<file path="config.mk">
export PLATFORM = sky130hd
export DESIGN_NAME = sd_spi_block_host_unit
export DESIGN_NICKNAME = d
export VERILOG_FILES = /design/src/rtl/sdspi_pkg.sv /design/src/rtl/sd_spi_block_host_unit.sv
export SDC_FILE = /design/constraint.sdc
export NUM_CORES = 1
export LEC_CHECK = 0
export ABC_AREA = 1
export BUFFER_PORTS_ARGS = -buffer_cell sky130_fd_sc_hd__buf_2
export CELL_PAD_IN_SITES_DETAIL_PLACEMENT = 0
export CELL_PAD_IN_SITES_GLOBAL_PLACEMENT = 1
export CORE_MARGIN = 2
export CORE_UTILIZATION = 35
export DETAILED_ROUTE_END_ITERATION = 16
export PLACE_DENSITY = 0.72
export SLEW_MARGIN = 0
export SYNTH_ARGS = -nofsm -noshare
export SYNTH_HDL_FRONTEND = slang
export SYNTH_SLANG_ARGS = --single-unit
</file>
<file path="constraint.sdc">
create_clock -name clk -period 4.4 [get_ports clk]
set_clock_uncertainty 0.2 [all_clocks]
set_input_delay 0.22 -clock clk [delete_from_list [all_inputs] [get_ports clk]]
set_output_delay 0.22 -clock clk [all_outputs]
set_load 0.02 [all_outputs]
</file>
<file path="src/rtl/sdspi_pkg.sv">
`default_nettype none
package sdspi_pkg;

	// Sizes
	localparam int MAX_BLOCK_BYTES = 512;
	localparam int DUMMY_BYTES     = 10;
	localparam int CNT_W           = 10;

	localparam logic [CNT_W-1:0] MAX_LEN   = CNT_W'(MAX_BLOCK_BYTES);
	localparam logic [CNT_W-1:0] DUMMY_CNT = CNT_W'(DUMMY_BYTES);

	// Reset values of the configuration registers
	localparam logic [9:0] BLOCK_LEN_RST  = 10'd512;
	localparam logic [7:0] POLL_LIMIT_RST = 8'd8;

	// Configuration register indexes
	localparam logic REG_BLOCK_LEN  = 1'b0;
	localparam logic REG_POLL_LIMIT = 1'b1;

	// Card commands
	localparam logic [5:0] CMD_GO_IDLE   = 6'd0;
	localparam logic [5:0] CMD_SEND_OP   = 6'd1;
	localparam logic [5:0] CMD_RD_SINGLE = 6'd17;
	localparam logic [5:0] CMD_WR_SINGLE = 6'd24;

	// Bytes on the wire
	localparam logic [7:0] CMD_START  = 8'h40;
	localparam logic [7:0] CMD_CRC    = 8'h95;
	localparam logic [7:0] DATA_TOKEN = 8'hFE;
	localparam logic [7:0] IDLE_BYTE  = 8'hFF;
	localparam logic [7:0] BUSY_BYTE  = 8'h00;
	localparam logic [4:0] RESP_MASK  = 5'h1F;
	localparam logic [4:0] RESP_OK    = 5'h05;

	typedef enum logic [1:0] {
		REQ_INIT  = 2'd0,
		REQ_READ  = 2'd1,
		REQ_WRITE = 2'd2,
		REQ_BYTE  = 2'd3
	} req_t;

	typedef enum logic [1:0] {
		ST_OK       = 2'd0,
		ST_CMD_REJ  = 2'd1,
		ST_DATA_REJ = 2'd2
	} status_t;

	typedef enum logic [3:0] {
		PH_IDLE     = 4'd0,
		PH_DUMMY    = 4'd1,
		PH_FRAME    = 4'd2,
		PH_POLL     = 4'd3,
		PH_TOKEN    = 4'd4,
		PH_RD_DATA  = 4'd5,
		PH_RD_CRC   = 4'd6,
		PH_WR_TOKEN = 4'd7,
		PH_WR_DATA  = 4'd8,
		PH_WR_CRC   = 4'd9,
		PH_WR_RESP  = 4'd10,
		PH_WR_BUSY  = 4'd11
	} phase_t;

	// One result item
	typedef struct packed {
		logic       tx_valid;
		logic [7:0] tx_byte;
		logic       cs_active;
		logic       rd_valid;
		logic [7:0] rd_byte;
		logic       done_res;
		status_t    status;
	} res_t;

endpackage
`default_nettype wire

</file>
<file path="src/rtl/sd_spi_block_host_unit.sv">
// SD card SPI-mode host sequencer.
// A result item passes through the input register, then the result register;
// one item per cycle sustained while m_axis_tready stays high.
// The sequencer state is updated in the single step between the two registers.
// Reset (arst_n low, asynchronous): idle, no items held, block_len 512, poll_limit 8.
`default_nettype none
module sd_spi_block_host_unit (
	input  wire logic        clk,
	input  wire logic        arst_n,
	// input items
	input  wire logic        s_axis_tvalid,
	output logic             s_axis_tready,
	input  wire logic [47:0] s_axis_tdata,  // lba[31:0], rx_byte[39:32], wr_byte[47:40]
	input  wire logic [1:0]  s_axis_tuser,  // req_type[1:0]
	// result items
	output logic             m_axis_tvalid,
	input  wire logic        m_axis_tready,
	output logic [23:0]      m_axis_tdata,  // tx_byte[7:0], cs_active[8], rd_byte[16:9],
	                                        // done_res[17], status[19:18], zero[23:20]
	output logic [1:0]       m_axis_tuser,  // tx_valid[0], rd_valid[1]
	// configuration
	input  wire logic        cfg_we,
	input  wire logic        cfg_idx,
	input  wire logic [9:0]  cfg_data
);

	// Input register
	logic                  vld_s1;
	sdspi_pkg::req_t       req_s1;
	logic [31:0]           addr_s1;
	logic [7:0]            rx_s1;
	logic [7:0]            wb_s1;

	// Result register
	logic                  out_vld_q;
	sdspi_pkg::res_t       res_q;

	// Sequencer state and configuration
	sdspi_pkg::phase_t     ph_q, ph_d;
	logic [sdspi_pkg::CNT_W-1:0] bc_q, bc_d;
	logic [7:0]            pc_q, pc_d;
	logic [5:0]            cmd_q, cmd_d;
	logic [31:0]           arg_q, arg_d;
	logic [9:0]            block_len_q;
	logic [7:0]            poll_limit_q;

	logic                  advance;
	sdspi_pkg::res_t       res_d;

	assign advance       = vld_s1 && (!out_vld_q || m_axis_tready);
	assign s_axis_tready = !vld_s1 || advance;

	// Input register
	always_ff @(posedge clk or negedge arst_n) begin
		if (!arst_n) begin
			vld_s1 <= 1'b0;
		end else if (s_axis_tready) begin
			vld_s1 <= s_axis_tvalid;
		end
	end

	always_ff @(posedge clk) begin
		if (s_axis_tready && s_axis_tvalid) begin
			req_s1  <= sdspi_pkg::req_t'(s_axis_tuser);
			addr_s1 <= s_axis_tdata[31:0];
			rx_s1   <= s_axis_tdata[39:32];
			wb_s1   <= s_axis_tdata[47:40];
		end
	end

	// Configuration registers
	always_ff @(posedge clk or negedge arst_n) begin
		if (!arst_n) begin
			block_len_q  <= sdspi_pkg::BLOCK_LEN_RST;
			poll_limit_q <= sdspi_pkg::POLL_LIMIT_RST;
		end else if (cfg_we) begin
			if (cfg_idx == sdspi_pkg::REG_BLOCK_LEN)
				block_len_q <= cfg_data;
			if (cfg_idx == sdspi_pkg::REG_POLL_LIMIT)
				poll_limit_q <= cfg_data[7:0];
		end
	end

	// Sequencer step: next state and result for the held item
	always_comb begin
		logic [sdspi_pkg::CNT_W-1:0] len;
		logic [7:0]  lim;
		logic        do_start;
		logic [5:0]  st_idx;
		logic [31:0] st_arg;
		logic        do_fin;
		sdspi_pkg::status_t fin_st;
		logic [7:0]  arg_byte;

		len      = (block_len_q > sdspi_pkg::MAX_LEN) ? sdspi_pkg::MAX_LEN : block_len_q;
		lim      = (poll_limit_q == 8'd0) ? 8'd1 : poll_limit_q;
		do_start = 1'b0;
		st_idx   = '0;
		st_arg   = '0;
		do_fin   = 1'b0;
		fin_st   = sdspi_pkg::ST_OK;

		// argument byte, most significant first
		case (bc_q[2:0])
			3'd1:    arg_byte = arg_q[31:24];
			3'd2:    arg_byte = arg_q[23:16];
			3'd3:    arg_byte = arg_q[15:8];
			default: arg_byte = arg_q[7:0];
		endcase

		ph_d  = ph_q;
		bc_d  = bc_q;
		pc_d  = pc_q;
		cmd_d = cmd_q;
		arg_d = arg_q;
		res_d = '0;

		case (req_s1)
			sdspi_pkg::REQ_INIT: begin
				ph_d            = sdspi_pkg::PH_DUMMY;
				bc_d            = sdspi_pkg::CNT_W'(1);
				pc_d            = '0;
				res_d.tx_valid  = 1'b1;
				res_d.tx_byte   = sdspi_pkg::IDLE_BYTE;
			end
			sdspi_pkg::REQ_READ, sdspi_pkg::REQ_WRITE: begin
				pc_d     = '0;
				do_start = 1'b1;
				st_idx   = (req_s1 == sdspi_pkg::REQ_READ) ? sdspi_pkg::CMD_RD_SINGLE
				                                           : sdspi_pkg::CMD_WR_SINGLE;
				st_arg   = addr_s1;
			end
			default: begin
				case (ph_q)
					sdspi_pkg::PH_DUMMY: begin
						if (bc_q < sdspi_pkg::DUMMY_CNT) begin
							bc_d           = bc_q + 1'b1;
							res_d.tx_valid = 1'b1;
							res_d.tx_byte  = sdspi_pkg::IDLE_BYTE;
						end else begin
							do_start = 1'b1;
							st_idx   = sdspi_pkg::CMD_GO_IDLE;
						end
					end
					sdspi_pkg::PH_FRAME: begin
						res_d.tx_valid  = 1'b1;
						res_d.cs_active = 1'b1;
						if (bc_q < sdspi_pkg::CNT_W'(5)) begin
							bc_d          = bc_q + 1'b1;
							res_d.tx_byte = arg_byte;
						end else if (bc_q == sdspi_pkg::CNT_W'(5)) begin
							bc_d          = bc_q + 1'b1;
							res_d.tx_byte = sdspi_pkg::CMD_CRC;
						end else begin
							ph_d          = sdspi_pkg::PH_POLL;
							pc_d          = 8'd1;
							res_d.tx_byte = sdspi_pkg::IDLE_BYTE;
						end
					end
					sdspi_pkg::PH_POLL: begin
						if (rx_s1 == sdspi_pkg::IDLE_BYTE && pc_q < lim) begin
							pc_d            = pc_q + 1'b1;
							res_d.tx_valid  = 1'b1;
							res_d.tx_byte   = sdspi_pkg::IDLE_BYTE;
							res_d.cs_active = 1'b1;
						end else if (cmd_q == sdspi_pkg::CMD_GO_IDLE) begin
							do_start = 1'b1;
							st_idx   = sdspi_pkg::CMD_SEND_OP;
						end else if (cmd_q == sdspi_pkg::CMD_SEND_OP) begin
							if (rx_s1 == 8'd0) begin
								do_fin = 1'b1;
							end else begin
								do_start = 1'b1;
								st_idx   = sdspi_pkg::CMD_SEND_OP;
							end
						end else if (rx_s1 != 8'd0) begin
							do_fin = 1'b1;
							fin_st = sdspi_pkg::ST_CMD_REJ;
						end else begin
							res_d.tx_valid  = 1'b1;
							res_d.cs_active = 1'b1;
							if (cmd_q == sdspi_pkg::CMD_RD_SINGLE) begin
								ph_d          = sdspi_pkg::PH_TOKEN;
								res_d.tx_byte = sdspi_pkg::IDLE_BYTE;
							end else begin
								ph_d          = sdspi_pkg::PH_WR_TOKEN;
								res_d.tx_byte = sdspi_pkg::DATA_TOKEN;
							end
						end
					end
					sdspi_pkg::PH_TOKEN: begin
						if (rx_s1 == sdspi_pkg::DATA_TOKEN) begin
							ph_d = (len != '0) ? sdspi_pkg::PH_RD_DATA : sdspi_pkg::PH_RD_CRC;
							bc_d = sdspi_pkg::CNT_W'(1);
						end
						res_d.tx_valid  = 1'b1;
						res_d.tx_byte   = sdspi_pkg::IDLE_BYTE;
						res_d.cs_active = 1'b1;
					end
					sdspi_pkg::PH_RD_DATA: begin
						res_d.rd_valid = 1'b1;
						res_d.rd_byte  = rx_s1;
						if (bc_q < len) begin
							bc_d = bc_q + 1'b1;
						end else begin
							ph_d = sdspi_pkg::PH_RD_CRC;
							bc_d = sdspi_pkg::CNT_W'(1);
						end
						res_d.tx_valid  = 1'b1;
						res_d.tx_byte   = sdspi_pkg::IDLE_BYTE;
						res_d.cs_active = 1'b1;
					end
					sdspi_pkg::PH_RD_CRC: begin
						if (bc_q < sdspi_pkg::CNT_W'(2)) begin
							bc_d            = bc_q + 1'b1;
							res_d.tx_valid  = 1'b1;
							res_d.tx_byte   = sdspi_pkg::IDLE_BYTE;
							res_d.cs_active = 1'b1;
						end else begin
							do_fin = 1'b1;
						end
					end
					sdspi_pkg::PH_WR_TOKEN: begin
						bc_d            = sdspi_pkg::CNT_W'(1);
						res_d.tx_valid  = 1'b1;
						res_d.cs_active = 1'b1;
						if (len != '0) begin
							ph_d          = sdspi_pkg::PH_WR_DATA;
							res_d.tx_byte = wb_s1;
						end else begin
							ph_d          = sdspi_pkg::PH_WR_CRC;
							res_d.tx_byte = sdspi_pkg::IDLE_BYTE;
						end
					end
					sdspi_pkg::PH_WR_DATA: begin
						res_d.tx_valid  = 1'b1;
						res_d.cs_active = 1'b1;
						if (bc_q < len) begin
							bc_d          = bc_q + 1'b1;
							res_d.tx_byte = wb_s1;
						end else begin
							ph_d          = sdspi_pkg::PH_WR_CRC;
							bc_d          = sdspi_pkg::CNT_W'(1);
							res_d.tx_byte = sdspi_pkg::IDLE_BYTE;
						end
					end
					sdspi_pkg::PH_WR_CRC: begin
						if (bc_q < sdspi_pkg::CNT_W'(2))
							bc_d = bc_q + 1'b1;
						else
							ph_d = sdspi_pkg::PH_WR_RESP;
						res_d.tx_valid  = 1'b1;
						res_d.tx_byte   = sdspi_pkg::IDLE_BYTE;
						res_d.cs_active = 1'b1;
					end
					sdspi_pkg::PH_WR_RESP: begin
						if ((rx_s1[4:0] & sdspi_pkg::RESP_MASK) != sdspi_pkg::RESP_OK) begin
							do_fin = 1'b1;
							fin_st = sdspi_pkg::ST_DATA_REJ;
						end else begin
							ph_d            = sdspi_pkg::PH_WR_BUSY;
							res_d.tx_valid  = 1'b1;
							res_d.tx_byte   = sdspi_pkg::IDLE_BYTE;
							res_d.cs_active = 1'b1;
						end
					end
					sdspi_pkg::PH_WR_BUSY: begin
						if (rx_s1 == sdspi_pkg::BUSY_BYTE) begin
							res_d.tx_valid  = 1'b1;
							res_d.tx_byte   = sdspi_pkg::IDLE_BYTE;
							res_d.cs_active = 1'b1;
						end else begin
							do_fin = 1'b1;
						end
					end
					default: begin
						// idle: a byte item gives an empty result
						ph_d = sdspi_pkg::PH_IDLE;
					end
				endcase
			end
		endcase

		// command frame start: 0x40|cmd goes out first
		if (do_start) begin
			cmd_d           = st_idx;
			arg_d           = st_arg;
			ph_d            = sdspi_pkg::PH_FRAME;
			bc_d            = sdspi_pkg::CNT_W'(1);
			res_d.tx_valid  = 1'b1;
			res_d.tx_byte   = sdspi_pkg::CMD_START | {2'b00, st_idx};
			res_d.cs_active = 1'b1;
		end

		// operation end
		if (do_fin) begin
			ph_d            = sdspi_pkg::PH_IDLE;
			res_d.tx_valid  = 1'b0;
			res_d.tx_byte   = '0;
			res_d.cs_active = 1'b0;
			res_d.done_res  = 1'b1;
			res_d.status    = fin_st;
		end
	end

	// Sequencer state
	always_ff @(posedge clk or negedge arst_n) begin
		if (!arst_n) begin
			ph_q  <= sdspi_pkg::PH_IDLE;
			bc_q  <= '0;
			pc_q  <= '0;
			cmd_q <= '0;
			arg_q <= '0;
		end else if (advance) begin
			ph_q  <= ph_d;
			bc_q  <= bc_d;
			pc_q  <= pc_d;
			cmd_q <= cmd_d;
			arg_q <= arg_d;
		end
	end

	// Result register
	always_ff @(posedge clk or negedge arst_n) begin
		if (!arst_n) begin
			out_vld_q <= 1'b0;
		end else if (!out_vld_q || m_axis_tready) begin
			out_vld_q <= vld_s1;
		end
	end

	always_ff @(posedge clk) begin
		if (advance)
			res_q <= res_d;
	end

	assign m_axis_tvalid = out_vld_q;
	assign m_axis_tuser  = {res_q.rd_valid, res_q.tx_valid};
	assign m_axis_tdata  = {4'b0000, res_q.status, res_q.done_res, res_q.rd_byte,
	                        res_q.cs_active, res_q.tx_byte};

endmodule
`default_nettype wire
</file>
==> metrics, run 1 <==
initial antenna violation count 0; area of the mapped netlist between 7000 and 8000 µm²; Worst Path Required ~4.6 ns; Antenna Violating Nets Remaining 0; main flop type after synthesis dfrtp_1; Static Leak ~4.5 nW; vias in the first global route 6229; overall die area between 20000 and 25000 µm²; Fmax achieved around 0.28 GHz; WL/cell ~15 µm; Seq/Total Area, Yosys between 50% and 60%; Max Cap Violations 0; Reg-to-Reg End bc_q[7]; Post-synth EDFFs 72; post-CTS sizing 0; total negative slack 0 ns; CTS tree done; CTS Hold Bufs 65; clk slew on worst S/H paths roughly 0.07 ns; Critical Path AT 3.67 ns; Via density about 4.8; ratio of cells with drive above 1 in the final layout 16.20%; CP Capture Type register; Total GRT Usage 17.34%; Fin. Hold Viols 0; Cell Pwr Density 546.3 nW/µm²; FP Rows between 50 and 60; Worst-Skew Late Latency approximately 0.43 ns; Finish-stage setup viols 0; 1st-iter DRT viols 475; Post-Route WL between 15000 and 20000 µm; Die X 152.0 µm; Final GP Congestion about 0.86; first-pass GRT wire length approximately 32000 µm; Netlist cell types 46; Hold Crit Depth 4; Die Height 152.0 µm; CP Class reg -> reg; Final min period between 3 and 4 ns; dpl cells around 1200; nets 1113; Syn Area/Cell between 8 and 9 µm²; R2R Path Start rx_s1[0]; Least-Margin Pin Slew 1.045 ns; CTS Root Buffer Type clkbuf_16; Detail Placement HPWL roughly 14000 µm; most common cell after layout, fill and taps aside nand2_1; synthesis-to-finish area growth 25.59%; CORE AREA roughly 22000 µm²; worst hold path endpoint poll_limit_q[3]; clock sinks 149; worst-path fanout max 40; YS warnings 0; post-CTS setup buffer count 0; post-route insts no fill about 1300; Peak VDD IR ~290 µV; IO buf count just under 90; R2R setup slack ~0.88 ns; worst hold path type in -> reg; Seq cells post-synth between 100 and 150; largest net degree at the start of global routing 78; Worst R2R Path Depth 15; Clock Path Buffers 2; ys async rst share 51.68%; RSZ-0062 raised after global routing false; Inserted Diodes 0; max_slew headroom a little under a third; most frequent cells in the layout nand2_1, buf_2, inv_1; I/O pin count 94; gr ovfl total 0; Worst Min Path Start cfg_we; drt pass-1 iters 6; Final Max Slew Viols 0; status completed; Initial Utilization a little over a third; Critical Path Start Type register; H-tree level count 4; final period utilization approximately four fifths; DR vias 6281; DRC Markers 0; Mapped Cells around 860; TritonCTS Buffers 17
## per-stage QoR
step                      utilization, %  total power (W)  cell area (µm²)  hold slack, ns  setup WS (ns)
after floorplan                        -         0.003219             7679         -0.2756          1.631
after global placement             38.47         0.003706             8343          0.1975         0.9016
after detailed placement           38.47         0.003713             8343          0.1981         0.9267
after CTS                          44.40         0.005298             9629          0.1257         0.8861
after global routing               44.40         0.005628             9629          0.2547         0.5558
final                              44.40         0.005261             9629          0.1436         0.8849
## Yosys cell counts (2+ instances only)
cell type / n / area [µm²]
nor3_1: 12 / 60.06
nand3_1: 43 / 215.2
edfxtp_1: 72 / 2162
nor2_1: 73 / 274.0
inv_2: 6 / 22.52
o31ai_1: 7 / 52.55
o21ai_1: 2 / 10.01
clkbuf_1: 7 / 26.28
buf_6: 5 / 56.30
nor4_1: 3 / 18.77
and3_1: 2 / 12.51
dfrtp_1: 75 / 1877
o21ai_0: 48 / 240.2
nand4_1: 16 / 100.1
nand2_1: 265 / 994.7
ha_1: 29 / 362.9
buf_2: 2 / 10.01
or2_1: 2 / 12.51
xor2_1: 11 / 96.34
a21oi_1: 31 / 155.2
nand2_4: 3 / 33.78
nor3b_1: 2 / 15.01
nand3_2: 8 / 80.08
nor2_4: 5 / 56.30
o211ai_1: 5 / 37.54
a22o_1: 4 / 35.03
inv_1: 82 / 307.8
a22oi_1: 4 / 30.03
buf_4: 9 / 67.56
nand2_2: 8 / 50.05
dfstp_2: 2 / 52.55
a211oi_1: 3 / 22.52
nor2_2: 3 / 18.77
## final cells by class
type	count	area [µm²]
fillers	2115	12060
flip-flops and latches	149	4091
multi-input cells	604	3093
repair buffers	158	1129
clock buffers	17	425.4
well taps	280	350.3
inverters	88	330.3
clock inverters	15	210.2
## registers in the layout, indices dropped and copies added (netlist names), 3 cells and up
| name | cells |
|---|---|
| pc_q | 8 |
| m_axis_tdata | 20 |
| bc_q | 10 |
| ph_q | 4 |
| wb_s1 | 8 |
| rx_s1 | 8 |
| addr_s1 | 32 |
| cmd_q | 3 |
| poll_limit_q | 8 |
| arg_q | 32 |
| block_len_q | 10 |
## critical path: stages, from the launching register on
cell,delay [ns]
edfxtp_1,0.41
inv_1,0.14
nand4_1,0.11
nor4_2,0.28
inv_1,0.19
ha_1,0.23
or2_2,0.30
nand3_2,0.11
nand2_2,0.07
nand2_4,0.10
nand2_4,0.16
nand2_4,0.40
nand2_2,0.31
nand2_2,0.28
nand2_1,0.08
nand2_1,0.06
## power by group
group          switching (W)  internal, W
clock               0.000692     0.000829
combinational        0.00118     0.000609
sequential          0.000212      0.00174
## kinds of logic (layout without fill, tap and decap cells)
kind of cell               after synthesis  in the layout  share of synthesized area, %
and+or+nand+nor                        450            450                         25.88
AOI/OAI and AO/OA                      109            109                         8.127
muxes                                    1              1                        0.1469
adders and majority gates               29             29                         4.732
buffers and inverters                  112            278                         6.446
xor gates and xnor gates                11             11                         1.256
DFF                                    149            149                         53.36
other                                    1              4                       0.04891
## per-layer routing
metal | GRT usage (%) | part of all wire [%] | routed length [µm]
met2 | 26.83 | 46 | 8856
met3 | 2.539 | 3.1 | 600
met5 | 0 | 0 | 0
met1 | 24.93 | 49 | 9510
met4 | 6.142 | 1.9 | 364
## worst max-delay path by stage
stage,to,from,depth (start not counted)
after floorplan,m_axis_tdata[5],block_len_q[6],15
after global placement,bc_q[3],rx_s1[0],15
after detailed placement,bc_q[3],rx_s1[0],15
after CTS,bc_q[4],rx_s1[0],15
after global routing,bc_q[3],rx_s1[0],15
final,bc_q[7],rx_s1[0],15
No activity file was read; power rests on OpenSTA's default activity.
==> inputs of run 2 (changes only) <==
--- a/config.mk
+++ b/config.mk
@@ -5,14 +5,14 @@
 export SDC_FILE = /design/constraint.sdc
 export NUM_CORES = 1
 export LEC_CHECK = 0
-export ABC_AREA = 1
+export ABC_AREA = 0
 export BUFFER_PORTS_ARGS = -buffer_cell sky130_fd_sc_hd__buf_2
 export CELL_PAD_IN_SITES_DETAIL_PLACEMENT = 0
 export CELL_PAD_IN_SITES_GLOBAL_PLACEMENT = 1
 export CORE_MARGIN = 2
 export CORE_UTILIZATION = 35
 export DETAILED_ROUTE_END_ITERATION = 16
-export PLACE_DENSITY = 0.72
+export PLACE_DENSITY = 0.73
 export SLEW_MARGIN = 0
 export SYNTH_ARGS = -nofsm -noshare
 export SYNTH_HDL_FRONTEND = slang
==> constraint.sdc (replaced) <==
create_clock -name clk -period 2.84 [get_ports clk]
set_clock_uncertainty 0.2 [all_clocks]
set_input_delay 0.142 -clock clk [delete_from_list [all_inputs] [get_ports clk]]
set_output_delay 0.142 -clock clk [all_outputs]
set_load 0.02 [all_outputs]
==> metrics, run 2 <==
CTS Root Buffer Type clkbuf_16; overall die area roughly 23000 µm²; FP Rows 53; Via density between 5 and 6; most common cell after layout, fill and taps aside buf_4; first-pass GRT wire length 33390 µm; drt pass-1 iters 7; Seq/Total Area, Yosys roughly 54%; Fin. Hold Viols 0; Total GRT Usage a little under a fifth; switching fraction of total power a little over a third; Register Area 4093 µm²; Detail Placement HPWL 13700 µm; Finish-stage setup viols 62; gr ovfl total 0; status finished with violations; largest net degree at the start of global routing between 50 and 60; Internal approximately 0.0053 W; DR vias between 6000 and 7000; Worst Setup SP rx_s1[5]; IO buf count 89; Worst-Skew Late Latency ~0.43 ns; clock power share approximately a quarter; Seq cells post-synth about 150; initial antenna violation count 0; Final Max Slew Viols 0; Syn Area/Cell 10.71 µm²; H-tree level count 4; CP Class reg -> reg; Fmax achieved roughly 0.31 GHz; Fillers approximately 1800; Clock Path Buffers 2; Reg-to-Reg End bc_q[8]; main flop type after synthesis dfrtp_1; worst hold path type in -> reg; YS warnings 0; failing checks negative setup slack; Die Height ~150 µm; Pwr Total slightly above 0.008 W; Static Leak about 4.8 nW; clock sinks 149; Hold Crit Depth 3; Least-Margin Pin Slew 0.9071 ns; Worst Path Required around 3.0 ns; area of the multi-input gates roughly 3900 µm²; CORE AREA 21150 µm²; cell taking the most area after synthesis edfxtp_1; final period utilization 111.9%; Final min period about 3.2 ns; Area contributors post-synth edfxtp_1, dfrtp_1, nand2_1; Max Cap Violations 0; Post-Route WL approximately 21000 µm; final setup margin -0.3390 ns; Layout Utilization a little over half; Worst Min Path Start cfg_idx; nets 1061; Die X about 150 µm; logic gate share of total power 38.2%; I/O pin count 94; DRC Markers 0; DP Area ~9000 µm²; R2R setup slack -0.34 ns; Synth top area share roughly 28%; most frequent cell after synthesis nand2_1; clk slew on worst S/H paths about 0.06 ns; Post-synth EDFFs 72; area of the mapped netlist roughly 7600 µm²; Cell Pwr Density roughly 740 nW/µm²; Mapped Cells between 700 and 800; Final GP Congestion between 0.8 and 0.9; Flop pwr share between 30% and 40%; most frequent cells in the layout buf_4, buf_2, nand2_1; max_slew headroom roughly two fifths; Peak VDD IR just under 400 µV; NetSw between 0.003 and 0.004 W; Netlist cell types 80; Layout Cell Area excl Fill ~11000 µm²; Critical Path AT about 3.3 ns; CTS tree done; WL/cell 16.92 µm; R2R Path Start rx_s1[5]; Initial Utilization a little over a third; vias in the first global route approximately 6600; RSZ-0062 raised after global routing true; worst-path fanout max 4; ys async rst share about half; synthesis-to-finish area growth 47.32%; Inserted Diodes 0; CP Capture Type register; Synth top cells by count nand2_1, dfrtp_1, edfxtp_1; Critical Path Start Type register; TritonCTS Buffers 17; ratio of cells with drive above 1 in the final layout between 30% and 40%; Worst R2R Path Depth 11; worst hold path endpoint block_len_q[9]; 1st-iter DRT viols approximately 340; Antenna Violating Nets Remaining 0
## run 2: changes by cell type after synthesis, sizes merged, moves of 7 or more
cell | before | now
inv | 88 | 27
and2 | 1 | 12
nand2b | 0 | 13
a21oi | 32 | 15
a222oi | 0 | 7
nor2b | 0 | 11
xor2 | 11 | 0
nand4 | 16 | 9
nand2 | 276 | 121
o21ai | 51 | 71
nand3 | 51 | 25
nor2 | 81 | 43
mux2 | 1 | 22
clkbuf | 7 | 23
## run 2: cells by family after synthesis
kind of cell,count (synthesis),synth area share [%]
xor gates and xnor gates,2,0.2305
AOI/OAI and AO/OA,161,15.72
buffers and inverters,66,3.851
and+or+nand+nor,279,18.17
adders and majority gates,30,4.905
other,1,0.04933
muxes,22,3.259
DFF,149,53.82
## run 2: how the worst max path moves through the flow
stage,endpoint,slack [ns],cells after the start
after detailed placement,bc_q[8],-0.38,11
after floorplan,bc_q[0],-0.39,11
final,bc_q[8],-0.34,11
after global routing,bc_q[8],-0.44,11
after global placement,bc_q[4],-0.31,11
after CTS,bc_q[6],-0.34,11
## run 2: what timing repair did
item,CTS,global route
pin swaps,43,27
gates cloned,7,2
setup buffers,12,12
hold buffers,65,0
gates resized for setup,118,85
setup endpoints to repair,70,68
endpoints found under the hold margin,116,0
## run 2: worst max-delay path, stage by stage (launching register included)
cell	delay, ns
edfxtp_1	0.38
or4_4	0.55
or3_4	0.40
ha_4	0.16
o211ai_2	0.20
o21bai_4	0.17
o211ai_4	0.13
nor2_8	0.11
nor4b_4	0.31
nand2b_4	0.12
buf_6	0.14
o311ai_2	0.21
## run 2: stage by stage
stage | std cells | hold slack, ns | setup slack, ns | TNS (ns)
after floorplan | 713 | -0.3536 | -0.3903 | -5.933
after global placement | 1132 | 0.02425 | -0.3122 | -11.69
after detailed placement | 1132 | 0.01793 | -0.3775 | -13.80
after CTS | 1248 | 0.02613 | -0.3437 | -12.05
after global routing | 1254 | 0.1303 | -0.4421 | -18.70
final | 1254 | 0.02344 | -0.3390 | -13.41
## run 2: power groups by stage
stage	clock, W	sequential, W	combinational [W]
6_report	0.00214	0.00299	0.00317
5_1_grt	0.00227	0.00303	0.00346
4_1_cts	0.00217	0.00295	0.00292
3_5_place_dp	0	0.00296	0.00254
3_3_place_gp	0	0.00296	0.00253
2_1_floorplan	0	0.00298	0.00153
## run 2: final cells by class
type / instances / share of cell area [%]
Tap cell: 275 / 3.072
Sequential cell: 149 / 36.54
Clock inverter: 13 / 1.005
Multi-Input combinational cell: 499 / 34.66
Timing Repair Buffer: 271 / 19.81
Inverter: 28 / 0.9608
Clock buffer: 19 / 3.955
## run 2: routing by layer
metal  up-vias  part of all wire (%)  global-route usage (%)  wire length [µm]
met1      3109                    42                   23.31              8945
met2       160                    52                   32.78             11000
met5         -                     0                       0                 0
met3        30                   4.1                   3.855               877
li1       3109                     -                       -                 -
met4         0                   1.9                   7.290               394
